### config.mk
export PLATFORM = sky130hd
export DESIGN_NAME = htt_queue
export DESIGN_NICKNAME = d
export VERILOG_FILES = /design/src/hw/rtl/htt_pkg.sv /design/src/hw/rtl/htt_queue.sv
export SDC_FILE = /design/constraint.sdc
export NUM_CORES = 1
export LEC_CHECK = 0
export BUFFER_PORTS_ARGS = -buffer_cell sky130_fd_sc_hd__buf_2
export CORE_UTILIZATION = 54
export DETAILED_ROUTE_END_ITERATION = 10
export PLACE_DENSITY = 0.76
export SYNTH_ARGS = -nofsm -noshare
export SYNTH_HDL_FRONTEND = slang
export SYNTH_SLANG_ARGS = --single-unit
### constraint.sdc
create_clock -name clk -period 2.4 [get_ports clk]
set_clock_uncertainty 0.15 [all_clocks]
set_input_delay 0 -clock clk [delete_from_list [all_inputs] [get_ports clk]]
set_output_delay 0 -clock clk [all_outputs]
set_load 0.02 [all_outputs]
### src/hw/rtl/htt_pkg.sv
`timescale 1ns / 1ps
// Shared types and constants for the hierarchy transition tracker.
// Used by htt_front, htt_queue, htt_back and the top level; no dependencies.

package htt_pkg;

    // Default widths handed to the top-level parameters
    localparam int DEF_COUNT_WIDTH = 32;
    localparam int DEF_POS_WIDTH   = 24;

    // Fixed field widths
    localparam int LIMIT_W   = 51;
    localparam int OUT_W     = 32;
    localparam int CLASS_W   = 3;
    localparam int TIDX_W    = 4;
    localparam int CFG_IDX_W = 3;

    // Counter banks
    localparam int NUM_TRANS = 12;
    localparam int NUM_DWELL = 4;
    localparam int DWELL_W   = $clog2(NUM_DWELL);

    // Queue between classifier and counter back end
    localparam int QUEUE_DEPTH = 4;

    // Hierarchy class codes
    localparam logic [CLASS_W-1:0] CLASS_NONE = 3'd0;
    localparam logic [CLASS_W-1:0] CLASS_12   = 3'd1;
    localparam logic [CLASS_W-1:0] CLASS_13   = 3'd2;
    localparam logic [CLASS_W-1:0] CLASS_14   = 3'd3;
    localparam logic [CLASS_W-1:0] CLASS_23   = 3'd4;

    // Configuration register indexes
    localparam logic [CFG_IDX_W-1:0] CFG_FAR_BODY0  = 3'd0;
    localparam logic [CFG_IDX_W-1:0] CFG_NEAR_BODY1 = 3'd1;
    localparam logic [CFG_IDX_W-1:0] CFG_FAR_BODY1  = 3'd2;
    localparam logic [CFG_IDX_W-1:0] CFG_NEAR_BODY0 = 3'd3;

    // One classified request as it travels through the queue
    typedef struct packed {
        logic               start;
        logic [CLASS_W-1:0] cls;
    } htt_item_t;

    // Queue side band: a valid flag with its item
    typedef struct packed {
        logic      valid;
        htt_item_t item;
    } htt_link_t;

endpackage

### src/hw/rtl/htt_queue.sv
`timescale 1ns / 1ps
// Short FIFO of classified requests between front end and back end.
// Depends on htt_pkg.

module htt_queue (
    input  logic               clk,
    input  logic               rst_n,
    input  htt_pkg::htt_link_t push,
    output logic               full,
    output htt_pkg::htt_link_t head,
    input  logic               pop_ready
);
    import htt_pkg::*;

    localparam int PTR_W = $clog2(QUEUE_DEPTH);
    localparam int CNT_W = PTR_W + 1;

    htt_item_t        mem_reg [QUEUE_DEPTH];
    logic [PTR_W-1:0] wr_ptr_reg;
    logic [PTR_W-1:0] rd_ptr_reg;
    logic [CNT_W-1:0] count_reg;
    logic             empty;
    logic             do_push;
    logic             do_pop;

    assign full    = (count_reg == CNT_W'(QUEUE_DEPTH));
    assign empty   = (count_reg == '0);
    assign do_push = push.valid && !full;
    assign do_pop  = !empty && pop_ready;

    // Write storage
    always_ff @(posedge clk)
    begin
        if (do_push)
            mem_reg[wr_ptr_reg] <= push.item;
    end

    // Advance pointers and fill count
    always_ff @(posedge clk or negedge rst_n)
    begin
        if (!rst_n)
        begin
            wr_ptr_reg <= '0;
            rd_ptr_reg <= '0;
            count_reg  <= '0;
        end
        else
        begin
            if (do_push)
                wr_ptr_reg <= wr_ptr_reg + 1'b1;
            if (do_pop)
                rd_ptr_reg <= rd_ptr_reg + 1'b1;
            if (do_push && !do_pop)
                count_reg <= count_reg + 1'b1;
            else if (do_pop && !do_push)
                count_reg <= count_reg - 1'b1;
        end
    end

    assign head.valid = !empty;
    assign head.item  = mem_reg[rd_ptr_reg];

    // Fill count never passes the depth
    assert property (@(posedge clk) disable iff (!rst_n)
        count_reg <= CNT_W'(QUEUE_DEPTH))
        else $error("queue count beyond depth");

    // A lone pop drops the count by one
    assert property (@(posedge clk) disable iff (!rst_n)
        (do_pop && !do_push) |=> (count_reg == $past(count_reg) - 1'b1))
        else $error("queue count did not drop on pop");

    // A full queue has its write pointer wrapped round to the read pointer
    assert property (@(posedge clk) disable iff (!rst_n)
        full |-> (wr_ptr_reg == rd_ptr_reg))
        else $error("queue pointers disagree with full count");

endmodule

==> results by group, run 1 <==
Outcome
  • Outcome: finished, final reports clean

Synthesis
  • Most area-consuming cells after synthesis: edfxtp_1 47%, dfrtp_1 17%, mux4_2 8.9%, ha_1 6.2%, xnor2_1 3.4%
  • Synth Area in Simple Gates: 0.0800
  • Complex-gate fraction of the synthesized area: 0
  • Most common cell in the netlist: edfxtp_1
  • Largest family of logic cells by synthesized area: multiplexers
  • Post-synth top area cell: edfxtp_1
  • EDFF count, synth: 16
  • Yosys Warn Count: 0
  • Post-synthesis sequential area ratio: 0.645
  • Fraction of synthesized area in multiplexers: 0.115
  • Ys async rst share: 0.304
  • Synth top area share: 0.473
  • Top FF cell, synth: edfxtp_1
  • Post-Synth XOR/XNOR Area: 0.0517
  • Count of different cell masters after synthesis: 19
  • #FFs+latches synth: 23
  • Top post-synthesis cells by count: 16 x edfxtp_1, 7 x dfrtp_1, 5 x ha_1
  • Syn Nets: 70
  • Post-Synth Adder-Cell Area: 0.0813
  • Mapped Cells: 56
  • Synthesized area: between 0.001 and 0.0015 mm2
  • Syn Area/Cell: ~18 um2

STA
  • Final Max Tran Viols: 0
  • Fmax: approximately 440 MHz
  • Hold Vio Cnt, Final: 0
  • Final setup vio count: 0
  • Period utilisation layout: 0.938
  • Slew headroom: 0.758
  • Setup TNS: 0 ps
  • RSZ-0062 raised after global routing: no
  • Worst-Margin Slew: 362 ps
  • Minimum clock period after layout: 2250 ps

Power and ir drop
  • Combinational fraction of design power: 0.403
  • Part of the power in registers: 0.473
  • NetSw: 0.468 mW
  • Clock power share: 0.123
  • Internal: around 0.9 mW
  • Tot Pwr: around 1.4 mW
  • PD cells: 1130 mW/mm2
  • Static leakage: 0.482 nW
  • Worst VDD drop: around 0.6 mV
  • Sw Ratio: 0.341

Global routing
  • Vias in the first global route: 490
  • First-pass GRT wire length: 2360 um
  • GRT overflow: 0
  • Largest net degree at the start of global routing: 13
  • GRT Util Overall: 0.174
  • Initial antenna violation count: 0

Routing
  • Vias per cell: 4.96
  • Total iterations of the first detailed-routing run: 4
  • Routed WL per cell: 14.0 um
  • DRC Markers: 0
  • Via count: 521
  • Final antenna-violating net count: 0
  • Final WL: 1470 um
  • Initial DRC count: 11

Clocking
  • H-tree levels: 1
  • CTS max path bufs: 2
  • Clock Sinks: 23
  • # hold bufs at CTS: 8
  • CTS Root Cell: clkbuf_4
  • PostCTS Resize Cnt: 0
  • CTS tree: built
  • Post-CTS Setup Bufs: 0
  • CTS buffer count: 3
  • Clock insertion delay at the later pin of the skew report: 300 ps
  • Worst-path clk slew: between 100 and 150 ps

Placed design
  • Port bufs: 13
  • Post-DP HPWL: 1020 um
  • RePlAce Congestion: 0.677

Finish
  • Fill count: 122
  • Share of cells above drive strength 1: 0.375
  • Layout area overhead: 19.1%
  • FF+latch area: 656 um2
  • Max reg flops: 16
  • # nets final: 95
  • Ant diodes: 0
  • Multi-input logic area: 333 um2

Setup path
  • Slowest cell delay on critical path: around 470 ps
  • CP Buf/Inv Count: 1
  • Arrival time worst endpoint: 2330 ps
  • Slowest CP cell: dfrtp_1
  • Startpoint Class: flop
  • CP top delay family: simple AND/OR/NAND/NOR gates
  • Setup Crit Path Kind: reg -> reg
  • Element type at the critical path end: flop
  • CP cell instances: or3_4, nand2_1, ha_1, inv_1, fa_1, xor2_1, nor2_1, xor2_1
  • Critical Path Fanout Max: 4
  • Cell mode on critical path: xor2_1
  • WP data required: 2480 ps

Min path
  • Hold WC Path Type: in -> reg

Floorplanning
  • # IOs: 14
  • Starting density of the core: 0.582
  • Die Height: 45.4 um
  • Core ar.: between 0.0015 and 0.002 mm2
  • Die area: ~0.0021 mm2
  • Die width: between 40 and 50 um
  • Placement row count: 15

Flow run
  • Number of max-cap violations: 0
## per-stage QoR
stage	worst slack, ps	hold WS [ps]	instance area (um2)	instances	util
after floorplan	221	-446	1020	56	-
after global placement	224	-309	1100	93	0.632
after detailed placement	151	-309	1100	93	0.632
after CTS	137	294	1210	105	0.693
after global routing	27.7	297	1210	105	0.693
final	149	301	1210	105	0.693
## area by class of cell
class,instances,share of cell area
clock buffer,4,0.0217
inverter,3,0.00931
timing repair buffer,22,0.126
sequential,23,0.542
multi-input combinational,28,0.275
tap,25,0.0259
## worst paths after layout
path	from	to	slack, ps	cells past startpoint
worst max register to register	count_reg[1]	count_reg[2]	150	8
worst min register to register	count_reg[2]	count_reg[2]	360	1
max in group asynchronous	rst_n	wr_ptr_reg[0]	1340	3
worst max-delay path	count_reg[1]	count_reg[2]	150	8
worst min-delay path	push[3]	mem_reg[2][3]	300	2
min in group asynchronous	rst_n	rd_ptr_reg[1]	500	3
## cell families after synthesis
kind of cell / Yosys count
flops: 23
simple gates: 10
xor+xnor: 6
mux: 6
fa+ha+maj: 6
buf+inv: 5
## per-layer routing
layer	GRT usage	vias up	share of wire	routed length (um)
li1	-	246	-	-
met4	0.0909	0	0.016	24
met2	0.258	7	0.54	801
met3	0.0238	2	0.017	25
met5	0	-	0	0
met1	0.251	266	0.42	619
## power groups by stage
stage	clock, mW	combinational (mW)	sequential, mW
finish	0.169	0.553	0.650
global route	0.192	0.613	0.668
CTS	0.171	0.560	0.653
detailed placement	0	0.548	0.663
global placement	0	0.536	0.659
floorplan	0	0.446	0.627
## cell usage in the layout, fill, tap and decap left out, drive strengths merged
cell type / count
and2: 4
buf: 14
clkbuf: 4
dfrtp: 7
dlygate4sd3: 8
edfxtp: 16
fa: 1
ha: 5
inv: 3
mux2: 2
mux4: 4
nand2: 1
nand3: 1
nor2: 1
nor2b: 1
nor3b: 1
or3: 1
xnor2: 4
xor2: 2
(Power assumes the default switching activity.)
==> inputs of run 2 (changes only) <==
- CORE_UTILIZATION: 54 -> 58
- PLACE_DENSITY: 0.76 -> 0.8
- clock period: 2.4 -> 2.9 ns (I/O delays scaled with it)
==> results by group, run 2 (same netlist as run 1, synthesis figures left out) <==
Global routing
  • Vias in the first global route: 475 (-3.1%)
  • Largest net degree at the start of global routing: 13 (unchanged)
  • First-pass GRT wire length: 2190 um (-7.3%)
  • GRT overflow: 0 (unchanged)
  • Initial antenna violation count: 0 (unchanged)
  • GRT Util Overall: 0.161 (-0.0128)

Finish
  • Max reg flops: 16 (unchanged)
  • Ant diodes: 0 (unchanged)
  • Most frequent cells in the layout: 16 x edfxtp_1, 13 x buf_2, 7 x dfrtp_1, 7 x dlygate4sd3_1, 5 x ha_1
  • # nets final: 93 (-2.1%)
  • Share of cells above drive strength 1: 0.372 (-0.00321)
  • Most common cell after layout, fill and taps aside: edfxtp_1
  • Layout area overhead: 16.3%
  • Fill count: 109 (-11%)

Clocking
  • CTS tree: built
  • CTS max path bufs: 2 (unchanged)
  • Clock Sinks: 23 (unchanged)
  • CTS Root Cell: clkbuf_4
  • Post-CTS Setup Bufs: 0 (unchanged)
  • H-tree levels: 1 (unchanged)
  • CTS buffer count: 3 (unchanged)
  • Worst-path clk slew: 120 ps (about the same)
  • Clock insertion delay at the later pin of the skew report: 290 ps (about the same)

Setup path
  • Arrival time worst endpoint: 2300 ps (-30 ps)
  • WP data required: 2980 ps (+500 ps)
  • Terminus of the critical flop-to-flop path: count_reg[2]
  • Critical Path Fanout Max: 4 (unchanged)
  • Reg2Reg Depth: 8 (unchanged)
  • Setup Crit Path Kind: reg -> reg
  • Reg2reg start: count_reg[1]
  • Element type at the critical path end: flop
  • Flop2flop setup slack: 670 ps (+520 ps)
  • Startpoint Class: flop

Flow run
  • Number of max-cap violations: 0 (unchanged)

STA
  • Fmax: 449 MHz (+1.0%)
  • RSZ-0062 raised after global routing: no
  • Hold Vio Cnt, Final: 0 (unchanged)
  • Final Max Tran Viols: 0 (unchanged)
  • Slew headroom: 0.777 (+0.0193)
  • Setup TNS: 0 ps (unchanged)
  • Period utilisation layout: 0.768 (-0.170)
  • Setup slack after layout: 673 ps (+523 ps)
  • Worst-Margin Slew: 334 ps (-27.8 ps)
  • Minimum clock period after layout: 2230 ps (-23.2 ps)
  • Final setup vio count: 0 (unchanged)

Placed design
  • Post-DP HPWL: 973 um (-4.9%)
  • Port bufs: 13 (unchanged)
  • Post-Place Setup Slack: 704 ps (+553 ps)
  • RePlAce Congestion: 0.693 (+2.4%)

Floorplanning
  • Die Height: 43.9 um (-3.3%)
  • Starting density of the core: 0.644 (+0.0624)
  • # IOs: 14 (unchanged)
  • Die width: 43.9 um (-3.3%)
  • Die area: 0.00192 mm2 (-6.6%)
  • Placement row count: 14 (-1)
  • Core ar.: 0.00158 mm2 (-9.7%)

Power and ir drop
  • Worst VDD drop: 0.630 mV (+5.7%)
  • PD cells: 942 mW/mm2 (-17%)
  • Static leakage: 0.473 nW (-1.9%)

Min path
  • Hold WC Path Type: in -> reg
  • Hold Startpoint: push[4]
  • Endpoint, Worst Hold: wr_ptr_reg[0]
  • Hold Path Cell Cnt: 3 (+1)

Routing
  • Vias per cell: 5.30 (+6.8%)
  • Initial DRC count: 7 (-4)
  • Final antenna-violating net count: 0 (unchanged)
  • Final WL: 1310 um (-11%)
  • Total iterations of the first detailed-routing run: 5 (+1)
  • DRC Markers: 0 (unchanged)
  • Via count: 498 (-4.4%)
  • Routed WL per cell: 13.9 um (-0.83%)

Outcome
  • Outcome: finished, final reports clean
==> run 2: report_power, final <==
part	internal [mW]	switching, mW
logic	0.228	0.201
clock network	0.0534	0.0840
registers	0.455	0.0905
==> run 2: stage by stage <==
stage | hold WS, ps | utilization | std cells | area, um2 | total power [mW]
6_report | 7.67 | 0.749 | 94 | 1180 | 1.11
5_1_grt | 3.30 | 0.749 | 94 | 1180 | 1.19
4_1_cts | 6.34 | 0.749 | 94 | 1180 | 1.12
3_5_place_dp | -307 | 0.688 | 83 | 1080 | 0.981
3_3_place_gp | -309 | 0.688 | 83 | 1080 | 0.969
2_1_floorplan | -446 | - | 56 | 1020 | 0.887
==> run 2: worst max path at each step <==
stage	start	end	slack, ps	cells past startpoint
2_1_floorplan	count_reg[1]	count_reg[2]	720	8
3_3_place_gp	count_reg[1]	count_reg[2]	700	8
3_5_place_dp	count_reg[1]	count_reg[2]	700	8
4_1_cts	count_reg[1]	count_reg[2]	650	8
5_1_grt	count_reg[1]	count_reg[2]	550	8
6_report	count_reg[1]	count_reg[2]	670	8
==> run 2: layout make-up <==
cell class                 count  area, um2  share of cell area
clock buffer                   4       26.3              0.0222
timing repair buffer          20        135               0.114
inverter                       3       11.3             0.00953
sequential                    23        656               0.555
multi-input combinational     28        333               0.282
tap                           16       20.0              0.0169
==> run 2: per-layer routing <==
layer	track usage	part of all wire	routed length (um)	vias up
li1	-	-	-	245
met1	0.245	0.49	640	246
met2	0.242	0.49	637	7
met3	0.0250	0.021	28	0
met4	0.0545	0	0	0
met5	0	0	0	-
==> run 2: worst max-delay path, stage by stage (launching register included) <==
cell,delay [ps]
dfrtp_1,460
or3_4,420
nand2_1,110
ha_1,190
inv_1,60
fa_1,370
xor2_1,150
nor2_1,110
xor2_1,150
==> run 2: what timing repair did <==
| action | in CTS | in global routing |
|---|---|---|
| hold endpoints to repair | 25 | 0 |
| hold buffers | 7 | 0 |
| gates resized for setup | 0 | 0 |
==> inputs of run 3 (changes only) <==
- CORE_UTILIZATION: 58 -> 54
- PLACE_DENSITY: 0.8 -> 0.76
- clock period: 2.9 -> 2.15 ns (I/O delays scaled with it)
==> results by group, run 3 (same netlist as run 1, synthesis figures left out) <==
Finish
  • Ant diodes: 0 (unchanged)
  • Most common cell after layout, fill and taps aside: edfxtp_1
  • Layout area overhead: 25.7%
  • Fill count: 120 (+10%)
  • Most frequent cells in the layout: 16 x edfxtp_1, 13 x buf_2, 8 x buf_4
  • Layout Utilization: 0.732 (-0.0173)
  • Final Non-Filler Cells: 111 (+18%)
  • Share of cells above drive strength 1: 0.488 (+0.117)
  • Max reg flops: 16 (unchanged)
  • # nets final: 101 (+8.6%)

Global routing
  • GRT Util Overall: 0.187 (+0.0261)
  • GRT overflow: 0 (unchanged)
  • Initial antenna violation count: 0 (unchanged)
  • Largest net degree at the start of global routing: 14 (+1)
  • First-pass GRT wire length: 2530 um (+15%)
  • Vias in the first global route: 578 (+22%)

Setup path
  • CP cell instances: or3_4, nand2_4, ha_4, inv_1, fa_2, xor2_1, nor2_1, xor2_1
  • Slowest cell delay on critical path: 410 ps (-50 ps)
  • Cell mode on critical path: xor2_1
  • Element type at the critical path end: flop
  • Reg2Reg Depth: 8 (unchanged)
  • Critical Path Fanout Max: 2 (-2)
  • Setup Crit Path Kind: reg -> reg
  • Startpoint Class: flop
  • WP data required: 2230 ps (-750 ps)
  • Arrival time worst endpoint: 2150 ps (-150 ps)
  • Slowest CP cell: dfrtp_1
  • Flop2flop setup slack: 80 ps (-590 ps)
  • Reg2reg start: count_reg[2]
  • Terminus of the critical flop-to-flop path: count_reg[2]

Floorplanning
  • Die width: 45.4 um (+3.5%)
  • Core ar.: 0.00175 mm2 (+11%)
  • # IOs: 14 (unchanged)
  • Placement row count: 15 (+1)
  • Starting density of the core: 0.582 (-0.0624)
  • Die area: 0.00206 mm2 (+7.1%)
  • Die Height: 45.4 um (+3.5%)

Outcome
  • Outcome: finished, final reports clean

STA
  • Hold Vio Cnt, Final: 0 (unchanged)
  • Slew headroom: 0.771 (-0.00652)
  • Setup TNS: 0 ps (unchanged)
  • RSZ-0062 raised after global routing: no
  • Fmax: 484 MHz (+7.8%)
  • Final Max Tran Viols: 0 (unchanged)
  • Worst-Margin Slew: 343 ps (+8.65 ps)
  • Final setup vio count: 0 (unchanged)
  • Minimum clock period after layout: 2070 ps (-160 ps)
  • Period utilisation layout: 0.961 (+0.193)

Placed design
  • RePlAce Congestion: 0.675 (-2.7%)
  • Port bufs: 13 (unchanged)
  • Placed insts: 97 (+17%)

Clocking
  • Worst-path clk slew: 120 ps (about the same)
  • CTS max path bufs: 2 (unchanged)
  • CTS buffer count: 3 (unchanged)
  • CTS tree: built
  • H-tree levels: 1 (unchanged)
  • CTS Root Cell: clkbuf_4
  • Clock insertion delay at the later pin of the skew report: 300 ps (about the same)
  • Clock Sinks: 23 (unchanged)

Routing
  • Via count: 533 (+7.0%)
  • DRT met1 WL: 671 um (+4.8%)
  • Uppermost layer routed: met4
  • Routed WL per cell: 13.4 um (-3.6%)
  • Final WL: 1490 um (+14%)
  • WL met2: 761 um (+19%)
  • Initial DRC count: 11 (+4)
  • Vias per cell: 4.80 (-9.4%)
  • Final antenna-violating net count: 0 (unchanged)
  • DRC Markers: 0 (unchanged)
  • Total iterations of the first detailed-routing run: 4 (-1)
  • Met3 WL: 21 um (-25%)

Power and ir drop
  • Static leakage: 0.514 nW (+8.8%)
  • Worst VDD drop: 0.761 mV (+21%)
  • PD cells: 1270 mW/mm2 (+35%)
  • Tot Pwr: 1.62 mW (+46%)

Flow run
  • Number of max-cap violations: 0 (unchanged)

Min path
  • Hold Path Cell Cnt: 4 (+1)
  • Hold WC Path Type: in -> reg
  • Endpoint, Worst Hold: count_reg[0]
  • Hold Startpoint: push[4]
-- run 3: worst max path at each step --
stage                             from            to  depth (start not counted)  slack, ps
after floorplan           count_reg[0]  count_reg[2]                          8          1
after global placement    count_reg[2]  count_reg[2]                          8         80
after detailed placement  count_reg[2]  count_reg[2]                          8        -20
after CTS                 count_reg[0]  count_reg[2]                          8         30
after global routing      count_reg[2]  count_reg[2]                          9          6
final                     count_reg[2]  count_reg[2]                          8         80
-- run 3: area by class of cell --
type,instances,area (um2),share of cell area
Clock buffer,3,22.5,0.0176
Clock inverter,1,5.00,0.00392
Inverter,3,11.3,0.00881
Multi-Input combinational cell,28,355,0.278
Sequential cell,23,657,0.514
Tap cell,25,31.3,0.0245
Timing Repair Buffer,28,195,0.153
-- run 3: critical path: cells and delay by family, from the launching register on --
| family | cells | cell delay [ps] |
|---|---|---|
| and+or+nand+nor | 3 | 590 |
| adders and majority gates | 2 | 450 |
| DFF | 1 | 410 |
| xor gates and xnor gates | 2 | 330 |
| buffers and inverters | 1 | 40 |
-- run 3: power by group --
| group | internal [mW] | switching [mW] |
|---|---|---|
| clock network | 0.0694 | 0.121 |
| registers | 0.616 | 0.0952 |
| logic | 0.387 | 0.335 |
| total | 1.07 | 0.551 |
-- run 3: repair_timing --
item | CTS | global route
hold endpoints to repair | 26 | 0
endpoints found under the setup margin | 1 | 1
hold buffers | 7 | 0
buffers inserted | 2 | 1
pin swaps | 3 | 4
gates resized for setup | 3 | 0
-- run 3: stage by stage --
stage	setup slack, ps	cell area [um2]	hold slack (ps)
floorplan	1.46	1020	-446
global placement	76.5	1140	-310
detailed placement	-18.9	1140	-306
CTS	35.0	1270	54.9
global route	5.88	1280	63.6
finish	82.9	1280	42.3
-- run 3: per-layer routing --
metal  GRT usage  vias up
met4       0.109        0
met1       0.240      260
met2       0.299        7
met5           0        -
li1            -      262
met3      0.0357        4
