$ cat config.mk
export PLATFORM = sky130hd
export DESIGN_NAME = htt_back
export DESIGN_NICKNAME = d
export VERILOG_FILES = /design/src/hw/rtl/htt_pkg.sv /design/src/hw/rtl/htt_back.sv
export SDC_FILE = /design/constraint.sdc
export NUM_CORES = 1
export LEC_CHECK = 0
export BUFFER_PORTS_ARGS = -buffer_cell sky130_fd_sc_hd__buf_4
export CORE_MARGIN = 10
export CORE_UTILIZATION = 28
export DETAILED_ROUTE_END_ITERATION = 8
export HOLD_SLACK_MARGIN = 0.12
export PLACE_DENSITY_LB_ADDON = 0.08
export RECOVER_POWER = 25
export SKIP_CTS_REPAIR_TIMING = 1
export SYNTH_ARGS = -nofsm -noshare
export SYNTH_HDL_FRONTEND = slang
export SYNTH_SLANG_ARGS = --single-unit
export TNS_END_PERCENT = 20
$ cat constraint.sdc
create_clock -name clk -period 5.73 [get_ports clk]
set_clock_uncertainty 0.1 [all_clocks]
set_input_delay 0.8595 -clock clk [delete_from_list [all_inputs] [get_ports clk]]
set_output_delay 0.8595 -clock clk [all_outputs]
set_load 0.05 [all_outputs]
$ cat src/hw/rtl/htt_pkg.sv
`timescale 1ns / 1ps
// Shared types and constants for the hierarchy transition tracker.
// Used by htt_front, htt_queue, htt_back and the top level; no dependencies.

package htt_pkg;

    // Default widths handed to the top-level parameters
    localparam int DEF_COUNT_WIDTH = 32;
    localparam int DEF_POS_WIDTH   = 24;

    // Fixed field widths
    localparam int LIMIT_W   = 51;
    localparam int OUT_W     = 32;
    localparam int CLASS_W   = 3;
    localparam int TIDX_W    = 4;
    localparam int CFG_IDX_W = 3;

    // Counter banks
    localparam int NUM_TRANS = 12;
    localparam int NUM_DWELL = 4;
    localparam int DWELL_W   = $clog2(NUM_DWELL);

    // Queue between classifier and counter back end
    localparam int QUEUE_DEPTH = 4;

    // Hierarchy class codes
    localparam logic [CLASS_W-1:0] CLASS_NONE = 3'd0;
    localparam logic [CLASS_W-1:0] CLASS_12   = 3'd1;
    localparam logic [CLASS_W-1:0] CLASS_13   = 3'd2;
    localparam logic [CLASS_W-1:0] CLASS_14   = 3'd3;
    localparam logic [CLASS_W-1:0] CLASS_23   = 3'd4;

    // Configuration register indexes
    localparam logic [CFG_IDX_W-1:0] CFG_FAR_BODY0  = 3'd0;
    localparam logic [CFG_IDX_W-1:0] CFG_NEAR_BODY1 = 3'd1;
    localparam logic [CFG_IDX_W-1:0] CFG_FAR_BODY1  = 3'd2;
    localparam logic [CFG_IDX_W-1:0] CFG_NEAR_BODY0 = 3'd3;

    // One classified request as it travels through the queue
    typedef struct packed {
        logic               start;
        logic [CLASS_W-1:0] cls;
    } htt_item_t;

    // Queue side band: a valid flag with its item
    typedef struct packed {
        logic      valid;
        htt_item_t item;
    } htt_link_t;

endpackage

$ cat src/hw/rtl/htt_back.sv
`timescale 1ns / 1ps
// Counter back end: last known class, transition and dwell counters, and the
// output register. Depends on htt_pkg.

module htt_back #(
    parameter int COUNT_WIDTH = htt_pkg::DEF_COUNT_WIDTH
) (
    input  logic                        clk,
    input  logic                        rst_n,
    input  htt_pkg::htt_link_t          head,
    output logic                        pop_ready,
    output logic                        out_valid,
    input  logic                        out_stall,
    output logic [htt_pkg::CLASS_W-1:0] class_now,
    output logic                        changed,
    output logic [htt_pkg::TIDX_W-1:0]  transition_index,
    output logic [htt_pkg::OUT_W-1:0]   transition_total,
    output logic [htt_pkg::OUT_W-1:0]   dwell_total
);
    import htt_pkg::*;

    localparam int EXT_W = (COUNT_WIDTH > OUT_W) ? COUNT_WIDTH : OUT_W;

    logic [COUNT_WIDTH-1:0] trans_cnt_reg [NUM_TRANS];
    logic [COUNT_WIDTH-1:0] dwell_cnt_reg [NUM_DWELL];
    logic [CLASS_W-1:0]     last_class_reg;

    logic                   out_valid_reg;
    logic [CLASS_W-1:0]     class_reg;
    logic                   changed_reg;
    logic [TIDX_W-1:0]      tidx_reg;
    logic [OUT_W-1:0]       ttot_reg;
    logic [OUT_W-1:0]       dtot_reg;

    logic                   take;
    logic                   start;
    logic [CLASS_W-1:0]     cur;
    logic                   known;
    logic                   is_change;
    logic [DWELL_W-1:0]     didx;
    logic [DWELL_W-1:0]     src;
    logic [DWELL_W-1:0]     dst;
    logic [TIDX_W-1:0]      tidx;
    logic [COUNT_WIDTH-1:0] dwell_next;
    logic [COUNT_WIDTH-1:0] trans_next;
    logic [EXT_W-1:0]       dwell_ext;
    logic [EXT_W-1:0]       trans_ext;

    // Take a request whenever the output register is free or being drained
    assign pop_ready = !out_valid_reg || !out_stall;
    assign take      = head.valid && pop_ready;
    assign start     = head.item.start;
    assign cur       = head.item.cls;
    assign known     = (cur != CLASS_NONE);

    // Transition decode: source rank times three plus target position
    assign didx      = DWELL_W'(cur - 1'b1);
    assign src       = DWELL_W'(last_class_reg - 1'b1);
    assign dst       = didx;
    assign is_change = !start && known && (last_class_reg != CLASS_NONE)
                       && (last_class_reg <= CLASS_23) && (last_class_reg != cur);
    assign tidx      = TIDX_W'({src, 1'b0}) + TIDX_W'(src)
                       + ((dst > src) ? TIDX_W'(dst - 1'b1) : TIDX_W'(dst));

    // Saturating increments
    assign dwell_next = (dwell_cnt_reg[didx] == '1) ? dwell_cnt_reg[didx]
                                                    : dwell_cnt_reg[didx] + 1'b1;
    assign trans_next = (trans_cnt_reg[tidx] == '1) ? trans_cnt_reg[tidx]
                                                    : trans_cnt_reg[tidx] + 1'b1;
    assign dwell_ext  = EXT_W'(dwell_next);
    assign trans_ext  = EXT_W'(trans_next);

    // Counter state and last known class
    always_ff @(posedge clk or negedge rst_n)
    begin
        if (!rst_n)
        begin
            last_class_reg <= CLASS_NONE;
            for (int i = 0; i < NUM_TRANS; i++)
                trans_cnt_reg[i] <= '0;
            for (int i = 0; i < NUM_DWELL; i++)
                dwell_cnt_reg[i] <= '0;
        end
        else if (take)
        begin
            if (start)
            begin
                last_class_reg <= cur;
                for (int i = 0; i < NUM_TRANS; i++)
                    trans_cnt_reg[i] <= '0;
                for (int i = 0; i < NUM_DWELL; i++)
                    dwell_cnt_reg[i] <= '0;
            end
            else if (known)
            begin
                last_class_reg      <= cur;
                dwell_cnt_reg[didx] <= dwell_next;
                if (is_change)
                    trans_cnt_reg[tidx] <= trans_next;
            end
        end
    end

    // Output valid
    always_ff @(posedge clk or negedge rst_n)
    begin
        if (!rst_n)
            out_valid_reg <= 1'b0;
        else if (pop_ready)
            out_valid_reg <= head.valid;
    end

    // Output payload
    always_ff @(posedge clk)
    begin
        if (take)
        begin
            class_reg   <= cur;
            changed_reg <= is_change;
            tidx_reg    <= is_change ? tidx : '0;
            ttot_reg    <= is_change ? trans_ext[OUT_W-1:0] : '0;
            dtot_reg    <= (!start && known) ? dwell_ext[OUT_W-1:0] : '0;
        end
    end

    assign out_valid        = out_valid_reg;
    assign class_now        = class_reg;
    assign changed          = changed_reg;
    assign transition_index = tidx_reg;
    assign transition_total = ttot_reg;
    assign dwell_total      = dtot_reg;

    // A counted transition always lands on a determined class
    assert property (@(posedge clk) disable iff (!rst_n)
        (out_valid_reg && changed_reg) |-> (class_reg != CLASS_NONE))
        else $error("transition counted on undetermined class");

    // A counted transition reports a live counter and a dwell step
    assert property (@(posedge clk) disable iff (!rst_n)
        (out_valid_reg && changed_reg) |-> (ttot_reg != '0 && dtot_reg != '0))
        else $error("counted transition with empty totals");

    // Undetermined results carry no counts
    assert property (@(posedge clk) disable iff (!rst_n)
        (out_valid_reg && class_reg == CLASS_NONE) |->
            (!changed_reg && dtot_reg == '0 && ttot_reg == '0))
        else $error("undetermined class with counts");

    // Last known class never falls back to undetermined outside a start of run
    assert property (@(posedge clk) disable iff (!rst_n)
        (take && !start && $past(1'b1)) |=> (last_class_reg != CLASS_NONE
            || $past(last_class_reg) == CLASS_NONE))
        else $error("last known class lost");

endmodule

==> results of run 1 <==
==> layer usage <==
layer | wire length, um | vias to the layer above | share of wire
met5 | 0 | - | 0
met2 | 47500 | 560 | 0.47
li1 | - | 8785 | -
met3 | 4820 | 137 | 0.048
met4 | 2450 | 0 | 0.024
met1 | 45400 | 10719 | 0.45
==> where the power goes <==
part           switching [uW]  internal [uW]
Clock                    1960           3170
Sequential               25.5           4290
Combinational            2300           1470
==> critical path, delay by kind of cell, from the launching register on <==
kind                       cells  cell delay, ns
DFF                            1            0.39
AOI/OAI and AO/OA              3            0.89
adders and majority gates      5            1.36
and+or+nand+nor                5            0.62
xor gates and xnor gates       3            0.53
buffers and inverters          9            1.27
==> logic make-up after synthesis <==
group	synth area share
simple gates	0.105
buf+inv	0.0447
xor+xnor	0.0167
flops	0.554
fa+ha+maj	0.00672
mux	0.112
compound gates	0.160
==> per-stage QoR <==
stage | cell area, um2 | TNS [ns]
floorplan | 27600 | -278.11
global placement | 31000 | -89.45
global route | 33900 | -0.816
finish | 33900 | 0
detailed placement | 31000 | -84.94
CTS | 33700 | 0
==> path summary, 6_finish.rpt <==
check	start	endpoint	slack (ns)	depth (start not counted)
hold reg to reg	trans_cnt_reg[89]$_DFFE_PN0P_	trans_cnt_reg[89]$_DFFE_PN0P_	0.37	2
min in group asynchronous	rst_n	dwell_cnt_reg[122]$_DFFE_PN0P_	1.80	1
setup / recovery	last_class_reg[0]$_DFFE_PN0P_	transition_total[11]$_SDFFCE_PN0P_	0.27	25
setup reg to reg	last_class_reg[0]$_DFFE_PN0P_	transition_total[11]$_SDFFCE_PN0P_	0.27	25
max in group asynchronous	rst_n	trans_cnt_reg[65]$_DFFE_PN0P_	1.12	1
hold / removal	head[4]	out_valid$_DFFE_PN0N_	0.31	2
==> Yosys cell counts, types with 3 or more instances <==
master	number	area share
o21ai_0	222	0.041
a221oi_1	3	0.00097
or2_2	3	0.00069
mux2i_1	7	0.0026
nor2b_1	7	0.0016
a32o_1	8	0.0029
dlygate4sd1_1	18	0.0058
o31ai_1	48	0.013
and4_1	11	0.0035
ha_1	13	0.0060
nand2b_1	5	0.0011
a31oi_1	9	0.0021
nand4_1	13	0.0030
buf_6	10	0.0041
and2_1	23	0.0053
o21ai_1	21	0.0039
edfxtp_1	72	0.079
nand3_1	66	0.012
nor4_1	11	0.0025
dfrtp_1	516	0.47
xor2_1	15	0.0048
a22oi_1	5	0.0014
inv_1	12	0.0017
mux2_2	7	0.0029
buf_4	14	0.0039
nor2_1	89	0.012
mux4_2	98	0.081
or3_1	3	0.00069
clkbuf_1	115	0.016
nor3_1	23	0.0042
a21oi_1	10	0.0018
xnor2_1	35	0.011
a22o_1	240	0.077
o31a_1	3	0.00097
buf_12	6	0.0044
and3_1	30	0.0069
buf_2	41	0.0075
mux4_1	26	0.025
nand2_1	325	0.045
a221o_1	7	0.0026
==> layout by cell type (no fill, tap or decap), types with 11 or more instances in the layout <==
cell	synthesis	routed
nor4_1	11	11
nand3_1	66	66
mux4_2	98	98
clkbuf_8	0	15
nand4_1	13	13
and2_1	23	22
o31ai_1	48	48
o21ai_4	0	13
and3_1	30	29
a22o_1	240	240
nor2_2	1	13
edfxtp_1	72	72
buf_12	6	31
xor2_1	15	14
nor3_1	23	20
nor2_1	89	74
clkbuf_16	0	79
nand2_1	325	325
xnor2_1	35	32
mux4_1	26	26
o21ai_0	222	220
buf_4	14	307
dfrtp_1	516	516
==> area by class of cell <==
type | instances | area (um2)
clock buffers | 102 | 2210
clock inverters | 37 | 494
fillers | 9437 | 62700
inverters | 13 | 63.8
multi-input cells | 1435 | 11400
flip-flops and latches | 588 | 15100
well taps | 1276 | 1600
repair buffers | 345 | 2990
==> impl_table.tex, run 1 <==
\begin{tabular}{lr}
\hline
Metric & Value \\
\hline
\multicolumn{2}{l}{\textbf{Floorplan}} \\
\quad Standard cell core area & 0.0966 mm2 \\
\quad Std-Cell Rows & roughly 110 \\
\quad Floorplan die width & $\sim$330 um \\
\quad Count of pins on the block boundary & just over 80 \\
\quad Die ar. & 0.110 mm2 \\
\quad Die Y & 332 um \\
\quad Initial Utilization & 0.282 \\
\multicolumn{2}{l}{\textbf{Logic synthesis}} \\
\quad Register bit count reported by yosys & roughly 590 \\
\quad Synthesized Nets & roughly 2300 \\
\quad Cell count after synthesis & $\sim$2200 \\
\quad Synth cell types & 82 \\
\quad Dominant register cell in the synthesized netlist & dfrtp\_1 \\
\quad Cell Area, Synth & 0.0272 mm2 \\
\quad Number of flops mapped to enable cells by yosys & 72 \\
\quad Proportion of synthesized chip area in sequential cells & 0.554 \\
\quad Mean cell area of the mapped netlist & 12.1 um2 \\
\quad Async set or reset register ratio after synthesis & 0.878 \\
\quad Number of warnings issued by yosys & 0 \\
\multicolumn{2}{l}{\textbf{Timing}} \\
\quad Total setup violations reported at the end of the flow & 0 \\
\quad Fmax & between 150 and 200 MHz \\
\quad Tightest slew margin relative to the limit & -2.00 \\
\quad Final number of max-transition violations & approximately 100 \\
\quad Final setup slack of the worst path & between 0.2 and 0.3 ns \\
\quad Pin slew with the least headroom to its limit & $\sim$4.5 ns \\
\quad Time the final worst path needs with I/O delays and setup & between 5 and 6 ns \\
\quad Final critical-path share of the clock period & 0.953 \\
\quad Final hold slack & roughly 0.31 ns \\
\quad Final Hold Viols & 0 \\
\multicolumn{2}{l}{\textbf{Routing}} \\
\quad Remaining routing DRC violations & 0 \\
\quad Post-DRT Antenna Nets & 0 \\
\quad Per-cell routed wire length & between 20 and 30 um \\
\quad Overall via count from detail\_route & between 20000 and 25000 \\
\quad First-pass detailed-route iteration total & 5 \\
\quad Initial DRC Count & roughly 1600 \\
\quad Vias per cell & 5.32 \\
\quad Drt total wl & around 100000 um \\
\multicolumn{2}{l}{\textbf{Run}} \\
\quad Maxcap violations & 2 \\
\multicolumn{2}{l}{\textbf{Hold path}} \\
\quad Path category of the worst min-delay check & in2reg \\
\multicolumn{2}{l}{\textbf{Clock network}} \\
\quad Clock root cell & clkbuf\_16 \\
\quad H-Tree Depth & 3 \\
\quad Clock buffers created by TritonCTS & 75 \\
\quad Number of sinks on the clock net & approximately 590 \\
\quad Post-CTS clock slew at the launch and capture registers of the worst setup and hold paths & around 0.060 ns \\
\quad Clock network latency to the later pin of the worst-skew pair & 0.65 ns \\
\quad CTS tree & done \\
\quad CTS Buffer Depth & 3 \\
\multicolumn{2}{l}{\textbf{Pwr}} \\
\quad Total Power Consumption & around 13000 uW \\
\quad Leakage power & $\sim$0.015 uW \\
\quad Power density over the cells & slightly below 400 mW/mm2 \\
\quad Maximum vdd ir drop & around 0.00024 V \\
\multicolumn{2}{l}{\textbf{Global routing}} \\
\quad GR Util All Layers & 0.178 \\
\quad Layer with the highest usage & met2 \\
\quad Wire length of the first global-routing pass & approximately 150000 um \\
\quad Largest net degree at the start of global routing & around 140 \\
\quad Sum of overflow across all layers after global routing & 0 \\
\quad Initial antenna violation count & 1 \\
\quad Met3 track demand over resource & 0.0273 \\
\quad GRT met2 Usage & 0.287 \\
\quad Number of global-route vias before repair & 21046 \\
\quad GR met1 Demand/Resource & 0.245 \\
\multicolumn{2}{l}{\textbf{Layout}} \\
\quad N\_diodes & 0 \\
\quad Max FFs per register & around 380 \\
\quad Utilization of the core after routing & 0.351 \\
\quad Layout overhead on the synthesized area & 24.5\% \\
\quad Non-filler instance count after layout & about 3800 \\
\quad Layout cells sized above 1 & 0.266 \\
\quad Layout Nets & around 2500 \\
\multicolumn{2}{l}{\textbf{Setup path}} \\
\quad Slowest cell delay on critical path & 0.48 ns \\
\quad Element type at the critical path start & flop \\
\quad Critical Path AT & roughly 5.7 ns \\
\quad Crit path kind & reg2reg \\
\quad Critical-path maximum fanout & 13 \\
\quad Kind of capture point of the worst setup path & flop \\
\quad Max stage delay cell, worst path & fa\_2 \\
\quad Worst Path Required & 5.99 ns \\
\quad Most used cell, CP & buf\_4 \\
\multicolumn{2}{l}{\textbf{Place}} \\
\quad Post-Place Worst Slack & -0.466 ns \\
\quad Total half-perimeter wirelength after legalization and detailed placement & around 63000 um \\
\quad Number of buffer cells added on primary ports & a little over 80 \\
\quad Number of instances in the placed design & 3651 \\
\quad Routability cong. & 0.802 \\
\multicolumn{2}{l}{\textbf{Status}} \\
\quad Result of the run & complete, but fails checks \\
\quad Violated checks & max-capacitance violations, max-slew violations \\
\hline
\end{tabular}
No activity file was read; power rests on OpenSTA's default activity.
==> run 2, diff against run 1 <==
Settings changed: CELL_PAD_IN_SITES_DETAIL_PLACEMENT from default to 1, CELL_PAD_IN_SITES_GLOBAL_PLACEMENT from default to 1.
Clock period 5.73 ns to 5.3 ns, I/O delays scaled along.
==> run 2 against run 1 <==
  * The run ends with max-capacitance violations, max-slew violations, negative setup slack left
  * Sequential power is 8.1% higher
  * Non-clock buffer count grew 61
  * Critical path depth fell by 1
  * Utilization increased by 0.41 points
  * Combinational power grew 15%
  * Critical path type unchanged
  * Largest cell class unchanged
  * Largest power group unchanged
==> impl_table.tex, run 2 (same netlist as run 1, synthesis figures left out) <==
\begin{tabular}{lr}
\hline
Metric & Value \\
\hline
\multicolumn{2}{l}{\textbf{Timing}} \\
\quad Fmax & 188 MHz (+3.0\%) \\
\quad Tightest slew margin relative to the limit & -0.950 (+1.05) \\
\quad Time the final worst path needs with I/O delays and setup & 5.31 ns (-0.158 ns) \\
\quad Total setup violations reported at the end of the flow & 1 (+1) \\
\quad Final critical-path share of the clock period & 1.00 (+0.0476) \\
\quad Final number of max-transition violations & 214 (+110\%) \\
\quad Final Hold Viols & 0 (unchanged) \\
\quad Unrepaired setup endpoints after global routing & yes \\
\quad Pin slew with the least headroom to its limit & 2.92 ns (-1.58 ns) \\
\quad Final setup slack of the worst path & -0.00591 ns (-0.272 ns) \\
\quad Setup TNS & -0.00591 ns (-0.00591 ns) \\
\multicolumn{2}{l}{\textbf{Layout}} \\
\quad Layout fillers & 10249 (+8.6\%) \\
\quad Utilization of the core after routing & 0.355 (+0.00407) \\
\quad Layout Nets & 2536 (+2.3\%) \\
\quad Layout cells sized above 1 & 0.280 (+0.0140) \\
\quad Most common library cell in the layout ignoring fill and taps & dfrtp\_1 \\
\quad Layout overhead on the synthesized area & 26.0\% \\
\quad Max FFs per register & 384 (unchanged) \\
\quad Sequential cell area in the final layout & 0.0151 mm2 (unchanged) \\
\quad Non-filler instance count after layout & 3846 (+1.3\%) \\
\quad Footprint of the multi-input gates & 0.0115 mm2 (+0.82\%) \\
\quad Commonest non-fill, non-tap cells in the layout & dfrtp\_1 (516), buf\_4 (341), nand2\_1 (325) \\
\multicolumn{2}{l}{\textbf{Place}} \\
\quad Number of instances in the placed design & 3701 (+1.4\%) \\
\quad Routability cong. & 0.813 (+1.4\%) \\
\quad Number of buffer cells added on primary ports & 81 (unchanged) \\
\quad Total half-perimeter wirelength after legalization and detailed placement & 68000 um (+7.8\%) \\
\quad Post-Place Worst Slack & -0.988 ns (-0.521 ns) \\
\multicolumn{2}{l}{\textbf{Status}} \\
\quad Result of the run & complete, but fails checks \\
\quad Violated checks & max-capacitance violations, max-slew violations, negative setup slack \\
\multicolumn{2}{l}{\textbf{Clock network}} \\
\quad CTS Buffer Depth & 3 (unchanged) \\
\quad Clock network latency to the later pin of the worst-skew pair & 0.64 ns (about the same) \\
\quad Clock root cell & clkbuf\_16 \\
\quad CTS tree & done \\
\quad Clock buffers created by TritonCTS & 70 (-6.7\%) \\
\quad Number of sinks on the clock net & 588 (unchanged) \\
\quad Post-CTS clock slew at the launch and capture registers of the worst setup and hold paths & 0.06 ns (about the same) \\
\quad H-Tree Depth & 3 (unchanged) \\
\multicolumn{2}{l}{\textbf{Pwr}} \\
\quad Clock Power Share & 0.353 (-0.035) \\
\quad Power density over the cells & 406 mW/mm2 (+4.1\%) \\
\quad Share of total power in sequential cells & 0.335 (+0.009) \\
\quad Leakage power & 0.0148 uW (+1.3\%) \\
\quad Cell-internal power & 9310 uW (+4.2\%) \\
\quad Sw power & 4620 uW (+7.6\%) \\
\quad Maximum vdd ir drop & 0.000310 V (+30\%) \\
\quad Share of total power consumed by net switching & 0.331 (+0.00708) \\
\quad Proportion of power drawn by combinational gates & 0.313 (+0.028) \\
\multicolumn{2}{l}{\textbf{Run}} \\
\quad Maxcap violations & 2 (unchanged) \\
\multicolumn{2}{l}{\textbf{Floorplan}} \\
\quad Floorplan die width & 332 um (unchanged) \\
\quad Die ar. & 0.110 mm2 (unchanged) \\
\quad Initial Utilization & 0.282 (unchanged) \\
\quad Std-Cell Rows & 114 (unchanged) \\
\quad Die Y & 332 um (unchanged) \\
\quad Standard cell core area & 0.0966 mm2 (unchanged) \\
\quad Count of pins on the block boundary & 82 (unchanged) \\
\multicolumn{2}{l}{\textbf{Global routing}} \\
\quad Largest net degree at the start of global routing & 108 (-22\%) \\
\quad Initial antenna violation count & 2 (+1) \\
\quad Sum of overflow across all layers after global routing & 0 (unchanged) \\
\quad GR Util All Layers & 0.188 (+0.00942) \\
\quad Number of global-route vias before repair & 22383 (+6.4\%) \\
\quad Wire length of the first global-routing pass & 157000 um (+5.6\%) \\
\multicolumn{2}{l}{\textbf{Setup path}} \\
\quad Worst Path Required & 5.57 ns (-0.42 ns) \\
\quad Depth of the worst register-to-register path & 24 (-4.0\%) \\
\quad Critical Path AT & 5.58 ns (-0.14 ns) \\
\quad Critical-path maximum fanout & 13 (unchanged) \\
\quad Kind of capture point of the worst setup path & flop \\
\quad Critical path startpoint & last\_class\_reg[1]\$\_DFFE\_PN0P\_ \\
\quad Element type at the critical path start & flop \\
\quad Critical register-to-register path endpoint & transition\_total[30]\$\_SDFFCE\_PN0P\_ \\
\quad Crit path kind & reg2reg \\
\quad CP endpoint & transition\_total[30]\$\_SDFFCE\_PN0P\_ \\
\quad R2R Path Start & last\_class\_reg[1]\$\_DFFE\_PN0P\_ \\
\quad Register-to-register setup slack & -0.006 ns (-0.27 ns) \\
\multicolumn{2}{l}{\textbf{Routing}} \\
\quad Initial DRC Count & 1315 (-19\%) \\
\quad First-pass detailed-route iteration total & 5 (unchanged) \\
\quad Per-cell routed wire length & 27.4 um (+3.7\%) \\
\quad Vias per cell & 5.34 (+0.28\%) \\
\quad Drt total wl & 105000 um (+5.0\%) \\
\quad Overall via count from detail\_route & 20524 (+1.6\%) \\
\quad Remaining routing DRC violations & 0 (unchanged) \\
\quad Post-DRT Antenna Nets & 0 (unchanged) \\
\multicolumn{2}{l}{\textbf{Hold path}} \\
\quad Path category of the worst min-delay check & in2reg \\
\hline
\end{tabular}
-- run 2: cell types whose count changed in the layout (fill, tap and decap cells not counted), sizes merged --
cell and delta:
buf +58, bufinv -6, clkbuf +13, clkdlybuf4s15 -1, clkinv -8, clkinvlp -7
diode +1, dlymetal6s4s -1, inv +1
-- run 2: worst max-delay path: stages (launching register included) --
cell and delay [ns]:
dfrtp_1 0.38, inv_2 0.07, ha_4 0.28, ha_4 0.20, nor2b_4 0.13, o21ai_4 0.19
nor3_2 0.06, a21oi_2 0.18, xnor2_2 0.16, ha_4 0.18, inv_1 0.06, fa_2 0.61
clkinv_4 0.11, nor2_4 0.16, buf_4 0.20, a221o_1 0.24, nor4bb_2 0.22, buf_4 0.15
nand4_1 0.13, buf_6 0.18, buf_4 0.15, a2111oi_4 0.46, xor2_4 0.13, buf_12 0.16
and2_1 0.15
-- run 2: per-stage QoR --
step	area [um2]	total power [uW]	hold WS (ns)
finish	34300	13900	0.273
global route	34300	14500	0.274
CTS	33900	14000	0.151
detailed placement	31600	9020	0.363
global placement	31600	9010	0.354
floorplan	27600	7060	0.340
-- run 2: power by group through the flow --
stage | registers (uW) | logic, uW | clock network (uW)
after global placement | 4740 | 4270 | 0
after floorplan | 4840 | 2220 | 0
after global routing | 4660 | 4590 | 5240
after CTS | 4660 | 4290 | 5060
final | 4660 | 4350 | 4910
after detailed placement | 4740 | 4280 | 0
-- run 2: area by class of cell --
cell class              instances  area share
repair buffers                406       0.108
inverters                      13     0.00186
clock buffers                 110      0.0614
flip-flops and latches        588       0.440
clock inverters                17     0.00588
multi-input cells            1435       0.337
diodes                          1   0.0000730
well taps                    1276      0.0466
-- run 2: worst min path at each step --
stage	from	end	slack (ns)	cells past startpoint
CTS	rst_n	dwell_cnt_reg[26]$_DFFE_PN0P_	0.15	1
finish	head[4]	out_valid$_DFFE_PN0N_	0.27	2
detailed placement	trans_cnt_reg[59]$_DFFE_PN0P_	trans_cnt_reg[59]$_DFFE_PN0P_	0.36	2
floorplan	trans_cnt_reg[217]$_DFFE_PN0P_	trans_cnt_reg[217]$_DFFE_PN0P_	0.34	2
global placement	trans_cnt_reg[208]$_DFFE_PN0P_	trans_cnt_reg[208]$_DFFE_PN0P_	0.35	2
global route	head[4]	out_valid$_DFFE_PN0N_	0.27	2
-- run 2: per-layer routing --
layer | track usage | wire length [um] | vias up
met5 | 0 | 0 | -
met4 | 0.0415 | 1530 | 0
met3 | 0.0273 | 3750 | 98
met2 | 0.311 | 51200 | 398
met1 | 0.257 | 48800 | 11144
li1 | - | - | 8884
